<file path="config.mk">
export PLATFORM = sky130hd
export DESIGN_NAME = power_toggle_color_sequencer_core
export DESIGN_NICKNAME = d
export VERILOG_FILES = /design/src/hdl/ptcs_pkg.sv /design/src/hdl/ptcs_cfg.sv /design/src/hdl/ptcs_in_stage.sv /design/src/hdl/ptcs_fsm.sv /design/src/hdl/ptcs_out_stage.sv /design/src/hdl/power_toggle_color_sequencer_core.sv
export VERILOG_INCLUDE_DIRS = /design/src /design/src/hdl
export SDC_FILE = /design/constraint.sdc
export NUM_CORES = 1
export LEC_CHECK = 0
export BUFFER_PORTS_ARGS = -buffer_cell sky130_fd_sc_hd__buf_2
export CAP_MARGIN = 25
export CORE_UTILIZATION = 60
export CTS_CLUSTER_DIAMETER = 30
export DETAILED_ROUTE_END_ITERATION = 10
export MAX_ROUTING_LAYER = met4
export PLACE_DENSITY = 0.79
export REMOVE_ABC_BUFFERS = 1
export SYNTH_ARGS = -nofsm -noshare
export SYNTH_HDL_FRONTEND = slang
export SYNTH_SLANG_ARGS = --single-unit
</file>
<file path="constraint.sdc">
create_clock -name i_clk -period 6.66 [get_ports i_clk]
set_clock_uncertainty 0.15 [all_clocks]
set_input_delay 0.666 -clock i_clk [delete_from_list [all_inputs] [get_ports i_clk]]
set_output_delay 0.666 -clock i_clk [all_outputs]
set_load 0.02 [all_outputs]
</file>
<file path="src/hdl/power_toggle_color_sequencer_core_macros.svh">
// ----------------------------------------------------------------------------
// Assertion macros for the power toggle color sequencer
// Wraps concurrent assertions so that synthesis sees empty bodies.
// ----------------------------------------------------------------------------
`ifndef POWER_TOGGLE_COLOR_SEQUENCER_CORE_MACROS_SVH
`define POWER_TOGGLE_COLOR_SEQUENCER_CORE_MACROS_SVH

`ifndef SYNTHESIS
// same-cycle implication
`define PTCS_ASSERT_IMP(lbl, clk, rstn, ante, cons) \
    lbl: assert property (@(posedge clk) disable iff (!(rstn)) (ante) |-> (cons)) \
        else $error("ptcs assertion failed");
// next-cycle implication
`define PTCS_ASSERT_NXT(lbl, clk, rstn, ante, cons) \
    lbl: assert property (@(posedge clk) disable iff (!(rstn)) (ante) |=> (cons)) \
        else $error("ptcs assertion failed");
`else
`define PTCS_ASSERT_IMP(lbl, clk, rstn, ante, cons)
`define PTCS_ASSERT_NXT(lbl, clk, rstn, ante, cons)
`endif

`endif

</file>
<file path="src/hdl/ptcs_pkg.sv">
// ----------------------------------------------------------------------------
// ptcs_pkg
// Shared types and constants for the power toggle color sequencer.
// ----------------------------------------------------------------------------
package ptcs_pkg;

    localparam int OP_W       = 3;
    localparam int COLOR_W    = 4;
    localparam int TICK_W     = 16;
    localparam int CFG_IDX_W  = 2;
    localparam int PULSE_W    = 2;
    localparam int NUM_COLORS_DEF = 8;

    localparam logic [OP_W-1:0] OP_TICK   = 3'd0;
    localparam logic [OP_W-1:0] OP_POWER  = 3'd1;
    localparam logic [OP_W-1:0] OP_SELECT = 3'd2;
    localparam logic [OP_W-1:0] OP_NEXT   = 3'd3;
    localparam logic [OP_W-1:0] OP_SYNC   = 3'd4;

    localparam logic [CFG_IDX_W-1:0] REG_TOGGLE = 2'd0;
    localparam logic [CFG_IDX_W-1:0] REG_QUIET  = 2'd1;
    localparam logic [CFG_IDX_W-1:0] REG_PULSE  = 2'd2;

    localparam logic [TICK_W-1:0] TOGGLE_RST = 16'd200;
    localparam logic [TICK_W-1:0] QUIET_RST  = 16'd5500;
    localparam logic [TICK_W-1:0] PULSE_RST  = 16'd250;

    localparam logic [PULSE_W-1:0] SYNC_PULSES = 2'd3;

    typedef enum logic [2:0] {
        PH_IDLE    = 3'd0,
        PH_CC_LOW  = 3'd1,
        PH_CC_HIGH = 3'd2,
        PH_QUIET1  = 3'd3,
        PH_PHIGH   = 3'd4,
        PH_PLOW    = 3'd5,
        PH_QUIET2  = 3'd6
    } t_phase;

    typedef struct packed {
        logic [TICK_W-1:0] toggle_ticks;
        logic [TICK_W-1:0] quiet_ticks;
        logic [TICK_W-1:0] pulse_ticks;
    } t_cfg;

    typedef struct packed {
        logic [OP_W-1:0]    opcode;
        logic               on_request;
        logic [COLOR_W-1:0] color;
    } t_item;

    typedef struct packed {
        logic               pin_level;
        logic [COLOR_W-1:0] color_now;
        logic               busy_res;
    } t_result;

endpackage

</file>
<file path="src/hdl/ptcs_cfg.sv">
// ----------------------------------------------------------------------------
// ptcs_cfg
// Timing register file, written through a plain write port.
// ----------------------------------------------------------------------------
module ptcs_cfg (
    input  logic                               i_clk,
    input  logic                               i_rst_n,
    input  logic                               i_cfg_wr_en,
    input  logic [ptcs_pkg::CFG_IDX_W-1:0]     i_cfg_index,
    input  logic [ptcs_pkg::TICK_W-1:0]        i_cfg_wdata,
    output ptcs_pkg::t_cfg                     o_cfg
);
    import ptcs_pkg::*;

    t_cfg r_cfg;

    always_ff @(posedge i_clk) begin
        if (!i_rst_n) begin
            r_cfg.toggle_ticks <= TOGGLE_RST;
            r_cfg.quiet_ticks  <= QUIET_RST;
            r_cfg.pulse_ticks  <= PULSE_RST;
        end else if (i_cfg_wr_en) begin
            case (i_cfg_index)
                REG_TOGGLE: r_cfg.toggle_ticks <= i_cfg_wdata;
                REG_QUIET:  r_cfg.quiet_ticks  <= i_cfg_wdata;
                REG_PULSE:  r_cfg.pulse_ticks  <= i_cfg_wdata;
                default:    ;
            endcase
        end
    end

    assign o_cfg = r_cfg;

endmodule

</file>
<file path="src/hdl/ptcs_in_stage.sv">
// ----------------------------------------------------------------------------
// ptcs_in_stage
// Input register; holds one accepted item until the update stage takes it.
// ----------------------------------------------------------------------------
module ptcs_in_stage (
    input  logic            i_clk,
    input  logic            i_rst_n,
    input  logic            i_valid,
    output logic            o_ready,
    input  ptcs_pkg::t_item i_item,
    input  logic            i_advance,
    output logic            o_vld,
    output ptcs_pkg::t_item o_item
);
    import ptcs_pkg::*;

    logic  r_vld;
    t_item r_item;

    assign o_ready = !r_vld || i_advance;

    always_ff @(posedge i_clk) begin
        if (!i_rst_n) begin
            r_vld <= 1'b0;
        end else if (o_ready) begin
            r_vld <= i_valid;
        end
    end

    always_ff @(posedge i_clk) begin
        if (i_valid && o_ready) begin
            r_item <= i_item;
        end
    end

    assign o_vld  = r_vld;
    assign o_item = r_item;

endmodule

</file>
<file path="src/hdl/ptcs_fsm.sv">
// ----------------------------------------------------------------------------
// ptcs_fsm
// Sequencer state and single-pass update for one item.
// ----------------------------------------------------------------------------
`include "power_toggle_color_sequencer_core_macros.svh"

module ptcs_fsm #(
    parameter int NUM_COLORS = ptcs_pkg::NUM_COLORS_DEF
) (
    input  logic              i_clk,
    input  logic              i_rst_n,
    input  logic              i_step,
    input  ptcs_pkg::t_item   i_item,
    input  ptcs_pkg::t_cfg    i_cfg,
    output ptcs_pkg::t_result o_result
);
    import ptcs_pkg::*;

    localparam int HUE_W = $clog2(NUM_COLORS + 1);
    localparam int CMP_W = COLOR_W + 1;

    t_phase             r_phase,  n_phase;
    logic [TICK_W-1:0]  r_tick,   n_tick;
    logic [PULSE_W-1:0] r_pulses, n_pulses;
    logic [HUE_W-1:0]   r_cur,    n_cur;
    logic [HUE_W-1:0]   r_tgt,    n_tgt;
    logic               r_wanted, n_wanted;
    logic               r_pin,    n_pin;

    logic [TICK_W-1:0]  tick_inc;
    logic [TICK_W-1:0]  limit;
    logic               wait_done;
    logic [HUE_W-1:0]   hue_after;
    logic [HUE_W-1:0]   col_hue;
    logic               col_ok;

    assign tick_inc  = r_tick + TICK_W'(1);
    assign hue_after = (r_cur < HUE_W'(NUM_COLORS)) ? r_cur + HUE_W'(1) : HUE_W'(1);
    assign col_hue   = HUE_W'(i_item.color);
    assign col_ok    = (i_item.color != '0) &&
                       ({1'b0, i_item.color} <= CMP_W'(NUM_COLORS));

    always_comb begin
        case (r_phase)
            PH_CC_LOW, PH_CC_HIGH: limit = i_cfg.toggle_ticks;
            PH_QUIET1, PH_QUIET2:  limit = i_cfg.quiet_ticks;
            default:               limit = i_cfg.pulse_ticks;
        endcase
    end

    // a limit of zero behaves as one
    assign wait_done = tick_inc >= limit;

    // next state
    always_comb begin
        n_phase  = r_phase;
        n_tick   = r_tick;
        n_pulses = r_pulses;
        n_cur    = r_cur;
        n_tgt    = r_tgt;
        n_wanted = r_wanted;
        n_pin    = r_pin;
        case (i_item.opcode)
            OP_TICK: begin
                if (r_phase != PH_IDLE) begin
                    n_tick = tick_inc;
                    if (wait_done) begin
                        n_tick = '0;
                        case (r_phase)
                            PH_CC_LOW: begin
                                n_cur = hue_after;
                                if (hue_after != r_tgt) begin
                                    n_phase = PH_CC_HIGH;
                                    n_pin   = 1'b1;
                                end else begin
                                    n_phase = PH_IDLE;
                                    n_pin   = r_wanted;
                                end
                            end
                            PH_CC_HIGH: begin
                                n_phase = PH_CC_LOW;
                                n_pin   = 1'b0;
                            end
                            PH_QUIET1: begin
                                n_pulses = SYNC_PULSES;
                                n_phase  = PH_PHIGH;
                                n_pin    = 1'b1;
                            end
                            PH_PHIGH: begin
                                n_pulses = r_pulses - PULSE_W'(1);
                                n_phase  = (r_pulses != PULSE_W'(1)) ? PH_PLOW : PH_QUIET2;
                                n_pin    = 1'b0;
                            end
                            PH_PLOW: begin
                                n_phase = PH_PHIGH;
                                n_pin   = 1'b1;
                            end
                            PH_QUIET2: begin
                                n_cur   = HUE_W'(1);
                                n_tgt   = HUE_W'(1);
                                n_phase = PH_IDLE;
                                n_pin   = r_wanted;
                            end
                            default: ;
                        endcase
                    end
                end
            end
            OP_POWER: begin
                n_wanted = i_item.on_request;
                if (r_phase == PH_IDLE) begin
                    n_pin = i_item.on_request;
                end
            end
            OP_SELECT: begin
                if (col_ok) begin
                    n_tgt = col_hue;
                    if (r_phase == PH_IDLE && r_cur != col_hue) begin
                        n_phase = PH_CC_LOW;
                        n_tick  = '0;
                        n_pin   = 1'b0;
                    end
                end
            end
            OP_NEXT: begin
                // the next color differs unless NUM_COLORS is one; an idle lamp always starts a change
                n_wanted = 1'b1;
                n_tgt    = hue_after;
                if (r_phase == PH_IDLE) begin
                    n_phase = PH_CC_LOW;
                    n_tick  = '0;
                    n_pin   = 1'b0;
                end
            end
            OP_SYNC: begin
                n_tgt    = HUE_W'(1);
                n_pulses = '0;
                n_phase  = PH_QUIET1;
                n_tick   = '0;
                n_pin    = 1'b0;
            end
            default: ;
        endcase
    end

    // result of the item
    always_comb begin
        o_result.pin_level = n_pin;
        o_result.color_now = COLOR_W'(n_cur);
        o_result.busy_res  = (n_phase != PH_IDLE);
    end

    always_ff @(posedge i_clk) begin
        if (!i_rst_n) begin
            r_phase  <= PH_IDLE;
            r_tick   <= '0;
            r_pulses <= '0;
            r_cur    <= HUE_W'(1);
            r_tgt    <= HUE_W'(1);
            r_wanted <= 1'b0;
            r_pin    <= 1'b0;
        end else if (i_step) begin
            r_phase  <= n_phase;
            r_tick   <= n_tick;
            r_pulses <= n_pulses;
            r_cur    <= n_cur;
            r_tgt    <= n_tgt;
            r_wanted <= n_wanted;
            r_pin    <= n_pin;
        end
    end

    `PTCS_ASSERT_IMP(a_low_phases, i_clk, i_rst_n, (r_phase == PH_CC_LOW || r_phase == PH_QUIET1 || r_phase == PH_PLOW || r_phase == PH_QUIET2), !r_pin)
    `PTCS_ASSERT_IMP(a_high_phases, i_clk, i_rst_n, (r_phase == PH_CC_HIGH || r_phase == PH_PHIGH), r_pin)
    `PTCS_ASSERT_IMP(a_pulse_count, i_clk, i_rst_n, (r_phase == PH_PHIGH || r_phase == PH_PLOW), r_pulses != '0)
    `PTCS_ASSERT_IMP(a_idle_count, i_clk, i_rst_n, r_phase == PH_IDLE, r_tick == '0)
    `PTCS_ASSERT_NXT(a_sync_start, i_clk, i_rst_n, i_step && i_item.opcode == OP_SYNC, r_phase == PH_QUIET1 && r_tgt == HUE_W'(1))

endmodule

</file>
<file path="src/hdl/ptcs_out_stage.sv">
// ----------------------------------------------------------------------------
// ptcs_out_stage
// Result register; frees itself in the cycle its item is taken.
// ----------------------------------------------------------------------------
module ptcs_out_stage (
    input  logic              i_clk,
    input  logic              i_rst_n,
    input  logic              i_load,
    input  ptcs_pkg::t_result i_result,
    output logic              o_free,
    output logic              o_valid,
    input  logic              i_ready,
    output ptcs_pkg::t_result o_result
);
    import ptcs_pkg::*;

    logic    r_vld;
    t_result r_res;

    assign o_free = !r_vld || i_ready;

    always_ff @(posedge i_clk) begin
        if (!i_rst_n) begin
            r_vld <= 1'b0;
        end else if (o_free) begin
            r_vld <= i_load;
        end
    end

    always_ff @(posedge i_clk) begin
        if (i_load) begin
            r_res <= i_result;
        end
    end

    assign o_valid  = r_vld;
    assign o_result = r_res;

endmodule

</file>
<file path="src/hdl/power_toggle_color_sequencer_core.sv">
// Pipeline: an accepted item passes through the input register and then the result register,
// where its result waits until it is taken.
// Throughput: 1 item per cycle if i_ready is high; state update is one pass through ptcs_fsm.
// The input side keeps accepting while a result waits, until both registers are full.
// Reset: synchronous, active low; timing registers return to 200/5500/250,
// lamp off, color 1, no sequence running, both stages empty.
// ----------------------------------------------------------------------------
// power_toggle_color_sequencer_core
// Top level: lamp power pin sequencer for power-cycled color changes.
// ----------------------------------------------------------------------------
module power_toggle_color_sequencer_core #(
    parameter int NUM_COLORS = ptcs_pkg::NUM_COLORS_DEF
) (
    input  logic                            i_clk,
    input  logic                            i_rst_n,
    input  logic                            i_cfg_wr_en,
    input  logic [ptcs_pkg::CFG_IDX_W-1:0]  i_cfg_index,
    input  logic [ptcs_pkg::TICK_W-1:0]     i_cfg_wdata,
    input  logic                            i_valid,
    output logic                            o_ready,
    input  logic [ptcs_pkg::OP_W-1:0]       i_opcode,
    input  logic                            i_on_request,
    input  logic [ptcs_pkg::COLOR_W-1:0]    i_color,
    output logic                            o_valid,
    input  logic                            i_ready,
    output logic                            o_pin_level,
    output logic [ptcs_pkg::COLOR_W-1:0]    o_color_now,
    output logic                            o_busy_res
);
    import ptcs_pkg::*;

    t_cfg    cfg;
    t_item   in_item;
    t_item   stage_item;
    t_result step_res;
    t_result out_res;
    logic    stage_vld;
    logic    out_free;
    logic    step;

    assign in_item.opcode     = i_opcode;
    assign in_item.on_request = i_on_request;
    assign in_item.color      = i_color;

    assign step = stage_vld && out_free;

    ptcs_cfg u_cfg (
        .i_clk       (i_clk),
        .i_rst_n     (i_rst_n),
        .i_cfg_wr_en (i_cfg_wr_en),
        .i_cfg_index (i_cfg_index),
        .i_cfg_wdata (i_cfg_wdata),
        .o_cfg       (cfg)
    );

    ptcs_in_stage u_in (
        .i_clk     (i_clk),
        .i_rst_n   (i_rst_n),
        .i_valid   (i_valid),
        .o_ready   (o_ready),
        .i_item    (in_item),
        .i_advance (out_free),
        .o_vld     (stage_vld),
        .o_item    (stage_item)
    );

    ptcs_fsm #(
        .NUM_COLORS (NUM_COLORS)
    ) u_fsm (
        .i_clk    (i_clk),
        .i_rst_n  (i_rst_n),
        .i_step   (step),
        .i_item   (stage_item),
        .i_cfg    (cfg),
        .o_result (step_res)
    );

    ptcs_out_stage u_out (
        .i_clk    (i_clk),
        .i_rst_n  (i_rst_n),
        .i_load   (step),
        .i_result (step_res),
        .o_free   (out_free),
        .o_valid  (o_valid),
        .i_ready  (i_ready),
        .o_result (out_res)
    );

    assign o_pin_level = out_res.pin_level;
    assign o_color_now = out_res.color_now;
    assign o_busy_res  = out_res.busy_res;

endmodule
</file>
==> flow_summary.ini, run 1 <==
[power_and_ir_drop]
switchingPower_uw = 308
clockPowerShare_pct = 34.2
pwr-share-comb_pct = 11.0
p_seq_share_pct = 54.8
p_leak_uw = 0.00221
power.density_mw_per_mm2 = 194
peakVddDrop_v = 0.000121
p_sw_share_pct = 27.3
intPower_uw = 823

[placement]
place.gp.congestion = 0.886
port_buffers = 38
dp_cells = 803
place_area_mm2 = 0.00558
dp_hpwl_mm = 9.11

[yosys]
syn_avg_cell_area_um2 = 7.75
ys_ff_latch = 95
netlist_area_mm2 = 0.00541
ys.flop_type = dfxtp_1
ys_seq_area_share_pct = 37.7
yosys-top-cells-area = dfxtp_1 30%, nand2_1 9.0%, edfxtp_1 7.8%
syn_inst = 698
yosysTopAreaCellShare_pct = 30.0
synth_largest_area_cell = dfxtp_1
synth-edff-count = 14
async_flop_share_pct = 0
yosys_warnings = 0
ys_types = 66

[grt]
grt_use_total_pct = 29.2
grt-ovfl-total = 0
grt_pass1_vias = 4736
antenna_found_initial = 0
grt_max_degree = 60
grt_pass1_wl_mm = 22.2

[timing]
setup_viol = 0
grt_setup_unrepaired = no
max_freq_ghz = 0.234
period_share_pct = 64.3
fin_tns_setup_ns = 0
max_slew_margin_pct = 33.3
worst_pin_slew_ns = 1.00
fin_crit_ns = 4.28
final_max_slew_viol_count = 0
final-hold-violation-count = 0

[status]
outcome = complete, no violations

[finish]
finalNonFillerCells = 821
drive_above_1_share_pct = 10.1
area_growth_pct = 7.51
antenna_cells = 0
final_area_mm2 = 0.00582
layout_common_cells = 130 x nand2_1, 80 x a21oi_1, 80 x dfxtp_1
layout_commonest_cell = nand2_1
num-nets-final = 758
fill_cells = 751

[clock_tree]
cts.path.max_buffers = 2
clk_pin_slew_worst_paths_ns = 0.10
post_cts_buffers = 0
insertion_delay_ns = 0.36
root_buffer = clkbuf_8
postCtsHoldBufs = 0
cts_buffers = 9
tritoncts = yes
htree_levels = 3
cts_resized = 0
cts_sinks = 95

[die]
die-area_mm2 = 0.00941
io_pins = 39
core_mm2 = 0.00872
start_util_pct = 62.1
row_count = 34
die_y_um = 97.0
die_width_um = 97.0

[drt]
drtAntennaViolNets = 0
viasPerCell = 6.27
wl_mm = 13.3
drt_iter0_drc = 390
via_count = 5147
wl_per_cell_um = 16.2
first_pass_iters = 6
drt_drc_violations_left = 0

[setup_path]
worst-path-max-fanout = 57
required_ns = 6.68
cp-start-kind = flip-flop
path_buf_inv = 1
critPathKind = flip-flop to flip-flop
cp_cell_sequence = nor2_1 > a22oi_1 > o21ai_0 > ha_1 > a21o_1 > a221oi_2 > o21ai_1 > a311o_1 > buf_8 > a211oi_1 > and3b_1 > o211ai_1
cp_slowest_cell = dfxtp_2
endpoint_kind = flip-flop
critPathTopFamily = compound AO/OA/AOI/OAI gates
worstRegToRegCells = 12
path_depth = 12
max_stage_delay_ns = 1.00
cp.arrival_ns = 4.30

[job]
cap_viol_max_count = 0

[hold_path]
hold_path.class = flip-flop to flip-flop
whs_path_depth = 2
[worst min-delay path, stage by stage (launching register included)]
cell	delay (ns)
dfxtp_1	0.32
nand2_1	0.05
a21oi_1	0.05
[worst paths after layout]
| path | startpoint | endpoint | slack, ns |
|---|---|---|---|
| worst min register to register | u_cfg.o_cfg[16]$_SDFFE_PN0P_ | u_cfg.o_cfg[16]$_SDFFE_PN0P_ | 0.32 |
| worst max-delay path | u_fsm.r_phase[0]$_SDFFE_PN0P_ | u_out.o_result[0]$_DFFE_PP_ | 2.38 |
| worst max register to register | u_fsm.r_phase[0]$_SDFFE_PN0P_ | u_out.o_result[0]$_DFFE_PP_ | 2.38 |
| worst min-delay path | u_cfg.o_cfg[16]$_SDFFE_PN0P_ | u_cfg.o_cfg[16]$_SDFFE_PN0P_ | 0.32 |
[synthesized netlist by cell type (5+ instances only)]
library cell,instances
a21oi_1,80
a22oi_1,11
a31oi_1,5
buf_1,6
buf_2,5
clkbuf_1,33
dfxtp_1,81
edfxtp_1,14
ha_1,19
inv_1,12
nand2_1,130
nand3_1,29
nand3b_1,8
nand4_1,7
nor2_1,52
nor3_1,13
nor3b_1,5
o21ai_0,50
o21bai_1,11
o22ai_1,15
or3_1,5
or3b_1,5
xnor2_1,15
xor2_1,9
[stage by stage]
step | setup WS, ns | hold WS (ns) | power (uW) | util [%]
finish | 2.38 | 0.316 | 1130 | 66.7
CTS | 2.07 | 0.317 | 1130 | 66.2
detailed placement | 2.08 | 0.303 | 753 | 64.0
global placement | 2.22 | 0.298 | 748 | 64.0
floorplan | 2.20 | 0.287 | 708 | -
global route | 2.17 | 0.299 | 1180 | 66.7
[cells by family after synthesis]
group / after synthesis / share of synthesized area, %
compound gates: 210 / 23.4
xor+xnor: 24 / 3.88
fa+ha+maj: 19 / 4.39
buf+inv: 59 / 4.48
flops: 95 / 37.7
mux: 4 / 0.740
simple gates: 287 / 25.4
[state kept, by name, indices dropped and copies added, names as in the netlist]
signal / count
u_fsm.r_pin: 1
u_fsm.r_pulses: 2
u_in.o_vld: 1
u_in.o_item: 8
u_cfg.o_cfg: 48
u_fsm.r_tick: 16
u_fsm.r_cur: 4
u_out.o_valid: 1
u_fsm.r_tgt: 4
u_fsm.r_phase: 3
u_fsm.r_wanted: 1
u_out.o_result: 6
[power groups by stage]
stage | Combinational (uW) | Sequential [uW] | Clock [uW]
floorplan | 78.6 | 630 | 0
global placement | 116 | 632 | 0
detailed placement | 121 | 633 | 0
CTS | 121 | 619 | 390
global route | 140 | 623 | 412
finish | 125 | 620 | 386
[layer usage]
layer	routed length, um	global-route usage (%)	vias to the layer above	share of wire (%)
met1	6110	39.4	2425	46
met5	0	-	-	0
met4	187	7.81	0	1.4
li1	-	-	2516	-
met3	807	4.05	22	6.1
met2	6180	45.9	184	47
[final cells by class]
type / instances / area [um^2] / share of cell area, %
clock buffer: 9 / 124 / 2.13
clock inverter: 7 / 70.1 / 1.20
inverter: 13 / 48.8 / 0.839
multi-input combinational: 544 / 3130 / 53.8
sequential: 95 / 2040 / 35.1
tap: 108 / 135 / 2.32
timing repair buffer: 45 / 270 / 4.64
Note: power is estimated with default switching activity, not from simulation.
==> run 2: changes to the inputs <==
--- a/config.mk
+++ b/config.mk
@@ -6,13 +6,14 @@
 export SDC_FILE = /design/constraint.sdc
 export NUM_CORES = 1
 export LEC_CHECK = 0
+export ABC_AREA = 1
 export BUFFER_PORTS_ARGS = -buffer_cell sky130_fd_sc_hd__buf_2
 export CAP_MARGIN = 25
-export CORE_UTILIZATION = 60
+export CORE_UTILIZATION = 55
 export CTS_CLUSTER_DIAMETER = 30
 export DETAILED_ROUTE_END_ITERATION = 10
 export MAX_ROUTING_LAYER = met4
-export PLACE_DENSITY = 0.79
+export PLACE_DENSITY = 0.77
 export REMOVE_ABC_BUFFERS = 1
 export SYNTH_ARGS = -nofsm -noshare
 export SYNTH_HDL_FRONTEND = slang
==> constraint.sdc (replaced) <==
create_clock -name i_clk -period 3.4 [get_ports i_clk]
set_clock_uncertainty 0.15 [all_clocks]
set_input_delay 0.34 -clock i_clk [delete_from_list [all_inputs] [get_ports i_clk]]
set_output_delay 0.34 -clock i_clk [all_outputs]
set_load 0.02 [all_outputs]
==> run 2 against run 1 <==
  * Clock power up 98%
  * Worst setup slack worse by 2.3 ns
  * Synthesized cell count down 0.29%
  * Non-clock buffer count up 19
  * Cell count up 4.8%
  * Core utilization down 2.5 points
  * Routed wire length down 1.6%
  * Sequential share of layout area down 0.43 points
  * Die area up 4.2%
  * First-iteration DRC count down 21%
  * Area after synthesis down 4.4%
  * Flip-flop and latch count unchanged
  * Critical path type unchanged
  * Largest power group unchanged
  * Highest routed layer unchanged
==> flow_summary.ini, run 2 <==
[clock_tree]
htree_levels = 3
cts_buffers = 9
root_buffer = clkbuf_8
clk_pin_slew_worst_paths_ns = 0.10
insertion_delay_ns = 0.37
cts_sinks = 95
tritoncts = yes
cts.path.max_buffers = 2

[placement]
dp_cells = 832
place.gp.congestion = 0.954
preCtsSetupSlack_ns = 0.0129
port_buffers = 38
dp_hpwl_mm = 8.77

[yosys]
synthAdderAreaFrac_pct = 4.59
syn_avg_cell_area_um2 = 7.43
yosysTopAreaCellShare_pct = 31.3
yosys.area_share.simple_pct = 26.1
synth_compound_area_share_pct = 17.6
netlist_area_mm2 = 0.00517
ys_seq_area_share_pct = 39.5
synthXorXnorAreaFrac_pct = 3.22
ys.flop_type = dfxtp_1
synth_common_cells = 125 x nand2_1, 81 x dfxtp_1, 80 x nor2_1, 80 x o21ai_0, 74 x inv_1
synth_top_family_by_area = simple AND/OR/NAND/NOR gates
synth_largest_area_cell = dfxtp_1
yosys_warnings = 0
yosys-top-cells-area = dfxtp_1 31%, nand2_1 9.1%, edfxtp_1 8.1%
ys_ff_latch = 95
synthMuxAreaShare_pct = 0
syn_inst = 696
ys_types = 44
async_flop_share_pct = 0
yosysMostFrequentCell = nand2_1
synth-edff-count = 14

[finish]
layout_common_cells = 120 x nand2_1, 78 x o21ai_0, 77 x dfxtp_1
fill_cells = 763
layout_commonest_cell = nand2_1
drive_above_1_share_pct = 19.2
largest_reg_flops = 48
num-nets-final = 794
area_growth_pct = 14.2
finalNonFillerCells = 860
antenna_cells = 0

[setup_path]
ff2ff_setup_slack_ns = 0.07
endpoint_kind = flip-flop
required_ns = 3.56
cp-start-kind = flip-flop
reg2reg_to = u_fsm.r_tick[12]$_SDFFE_PN0P_
critPathKind = flip-flop to flip-flop
cp.arrival_ns = 3.49
r2r-start = u_fsm.r_tick[1]$_SDFFE_PN0P_
worstRegToRegCells = 21
worst-path-max-fanout = 14

[timing]
final-hold-violation-count = 0
max_slew_margin_pct = 55.6
fin_crit_ns = 3.33
max_freq_ghz = 0.300
worst_pin_slew_ns = 0.666
setup_viol = 0
period_share_pct = 98.0
final_max_slew_viol_count = 0
setup_slack_ns = 0.0695

[hold_path]
min_from = i_cfg_wdata[3]
hold_path.class = input pin to flip-flop
whs_path_depth = 3
min_to = u_cfg.o_cfg[19]$_SDFFE_PN1P_

[grt]
grt_max_degree = 33
antenna_found_initial = 0
grt_use_total_pct = 28.3
grt_pass1_wl_mm = 21.5
grt_pass1_vias = 4645
grt-ovfl-total = 0

[die]
start_util_pct = 56.3
die-area_mm2 = 0.00980
core_mm2 = 0.00920
io_pins = 39
row_count = 35
die_y_um = 99.0
die_width_um = 99.0

[drt]
via_count = 4849
wl_mm = 13.1
first_pass_iters = 7
drt_drc_violations_left = 0
wl_per_cell_um = 15.2
drtAntennaViolNets = 0
drt_iter0_drc = 308
viasPerCell = 5.64

[status]
outcome = complete, no violations

[power_and_ir_drop]
peakVddDrop_v = 0.000233
p_leak_uw = 0.00265
power.density_mw_per_mm2 = 402

[job]
cap_viol_max_count = 0
## run 2: changes by cell type in the layout (fill, tap and decap cells not counted), moves of 9 or more
cell      before  now
inv_1         12   72
a21oi_1       80   38
o21ai_0       50   78
nor2_1        52   74
nand3_1       29   47
nor2_2         1   16
buf_4          5   16
o21bai_1      11    0
a22oi_2        0   10
nand2_1      130  120
nor3_1        13    4
## run 2: worst max path at each step
stage,start,to,slack [ns],cells past startpoint
final,u_fsm.r_tick[1]$_SDFFE_PN0P_,u_fsm.r_tick[12]$_SDFFE_PN0P_,0.07,21
after global routing,u_fsm.r_tick[1]$_SDFFE_PN0P_,u_fsm.r_cur[3]$_SDFFE_PN0P_,-0.13,21
after CTS,u_fsm.r_tick[0]$_SDFFE_PN0P_,u_fsm.r_tgt[3]$_SDFFE_PN0P_,0.05,20
after detailed placement,u_fsm.r_tick[0]$_SDFFE_PN0P_,u_fsm.r_tgt[3]$_SDFFE_PN0P_,0.01,20
after global placement,u_fsm.r_tick[0]$_SDFFE_PN0P_,u_fsm.r_cur[2]$_SDFFE_PN0P_,0.11,22
after floorplan,u_fsm.r_phase[1]$_SDFFE_PN0P_,u_out.o_result[1]$_DFFE_PP_,-0.01,14
## run 2: metal layers
| layer | part of all wire (%) | global-route usage, % | routed length (um) | up-vias |
|---|---|---|---|---|
| met2 | 49 | 46.3 | 6380 | 173 |
| met1 | 44 | 35.4 | 5720 | 2249 |
| met4 | 1.8 | 10.6 | 230 | 0 |
| met5 | 0 | - | 0 | - |
| met3 | 5.6 | 4.26 | 730 | 27 |
| li1 | - | - | - | 2400 |
## run 2: logic make-up (layout without fill, tap and decap cells)
logic type / Yosys count / count (layout)
buf+inv: 109 / 162
compound gates: 158 / 158
fa+ha+maj: 19 / 19
flops: 95 / 95
xor+xnor: 19 / 19
simple gates: 296 / 296
## run 2: final cells by class
cell class	count	area, um^2	share of cell area, %
Multi-Input combinational cell	492	2780	47.1
Clock inverter	6	48.8	0.826
Sequential cell	95	2050	34.7
Clock buffer	10	149	2.52
Timing Repair Buffer	64	422	7.14
Tap cell	111	139	2.35
Inverter	82	320	5.42
## run 2: metrics by stage
stage	util [%]	hold WS, ns	TNS (ns)	power (uW)	cell area, um^2
floorplan	-	0.273	-0.0137	1480	5030
global placement	59.5	0.282	0	1590	5470
detailed placement	59.5	0.293	0	1610	5470
CTS	62.6	0.0412	0	2350	5750
global route	64.3	0.0452	-1.83	2470	5910
finish	64.3	0.0490	0	2370	5910
## run 2: timing repair
action,CTS,global route
pin swaps,0,11
resized for setup,1,36
hold buffers,8,0
setup buffers,0,4
hold endpoints to repair,8,0
endpoints found under the setup margin,1,36
## run 2: power breakdown
| part | internal [uW] | switching (uW) | total, uW | leakage, uW |
|---|---|---|---|---|
| logic | 136 | 250 | 386 | 0.00175 |
| clock network | 320 | 445 | 766 | 0.0000980 |
| registers | 1190 | 30.9 | 1220 | 0.000798 |
## run 2: worst max-delay path, stage by stage (launching register included)
cell and delay [ns]:
dfxtp_2 0.38, ha_4 0.15, nand2_1 0.08, nor2_2 0.19, nand3_2 0.10, inv_1 0.10, nand3_2 0.12, nor2_4 0.20
nand3_2 0.11, xor2_2 0.17, inv_1 0.06, ha_1 0.28, nand2_1 0.09, nor2_1 0.06, a21oi_2 0.18, buf_4 0.15
nand4_4 0.12, nor2_8 0.27, inv_2 0.07, o21ai_1 0.12, nand2_1 0.07, inv_1 0.06
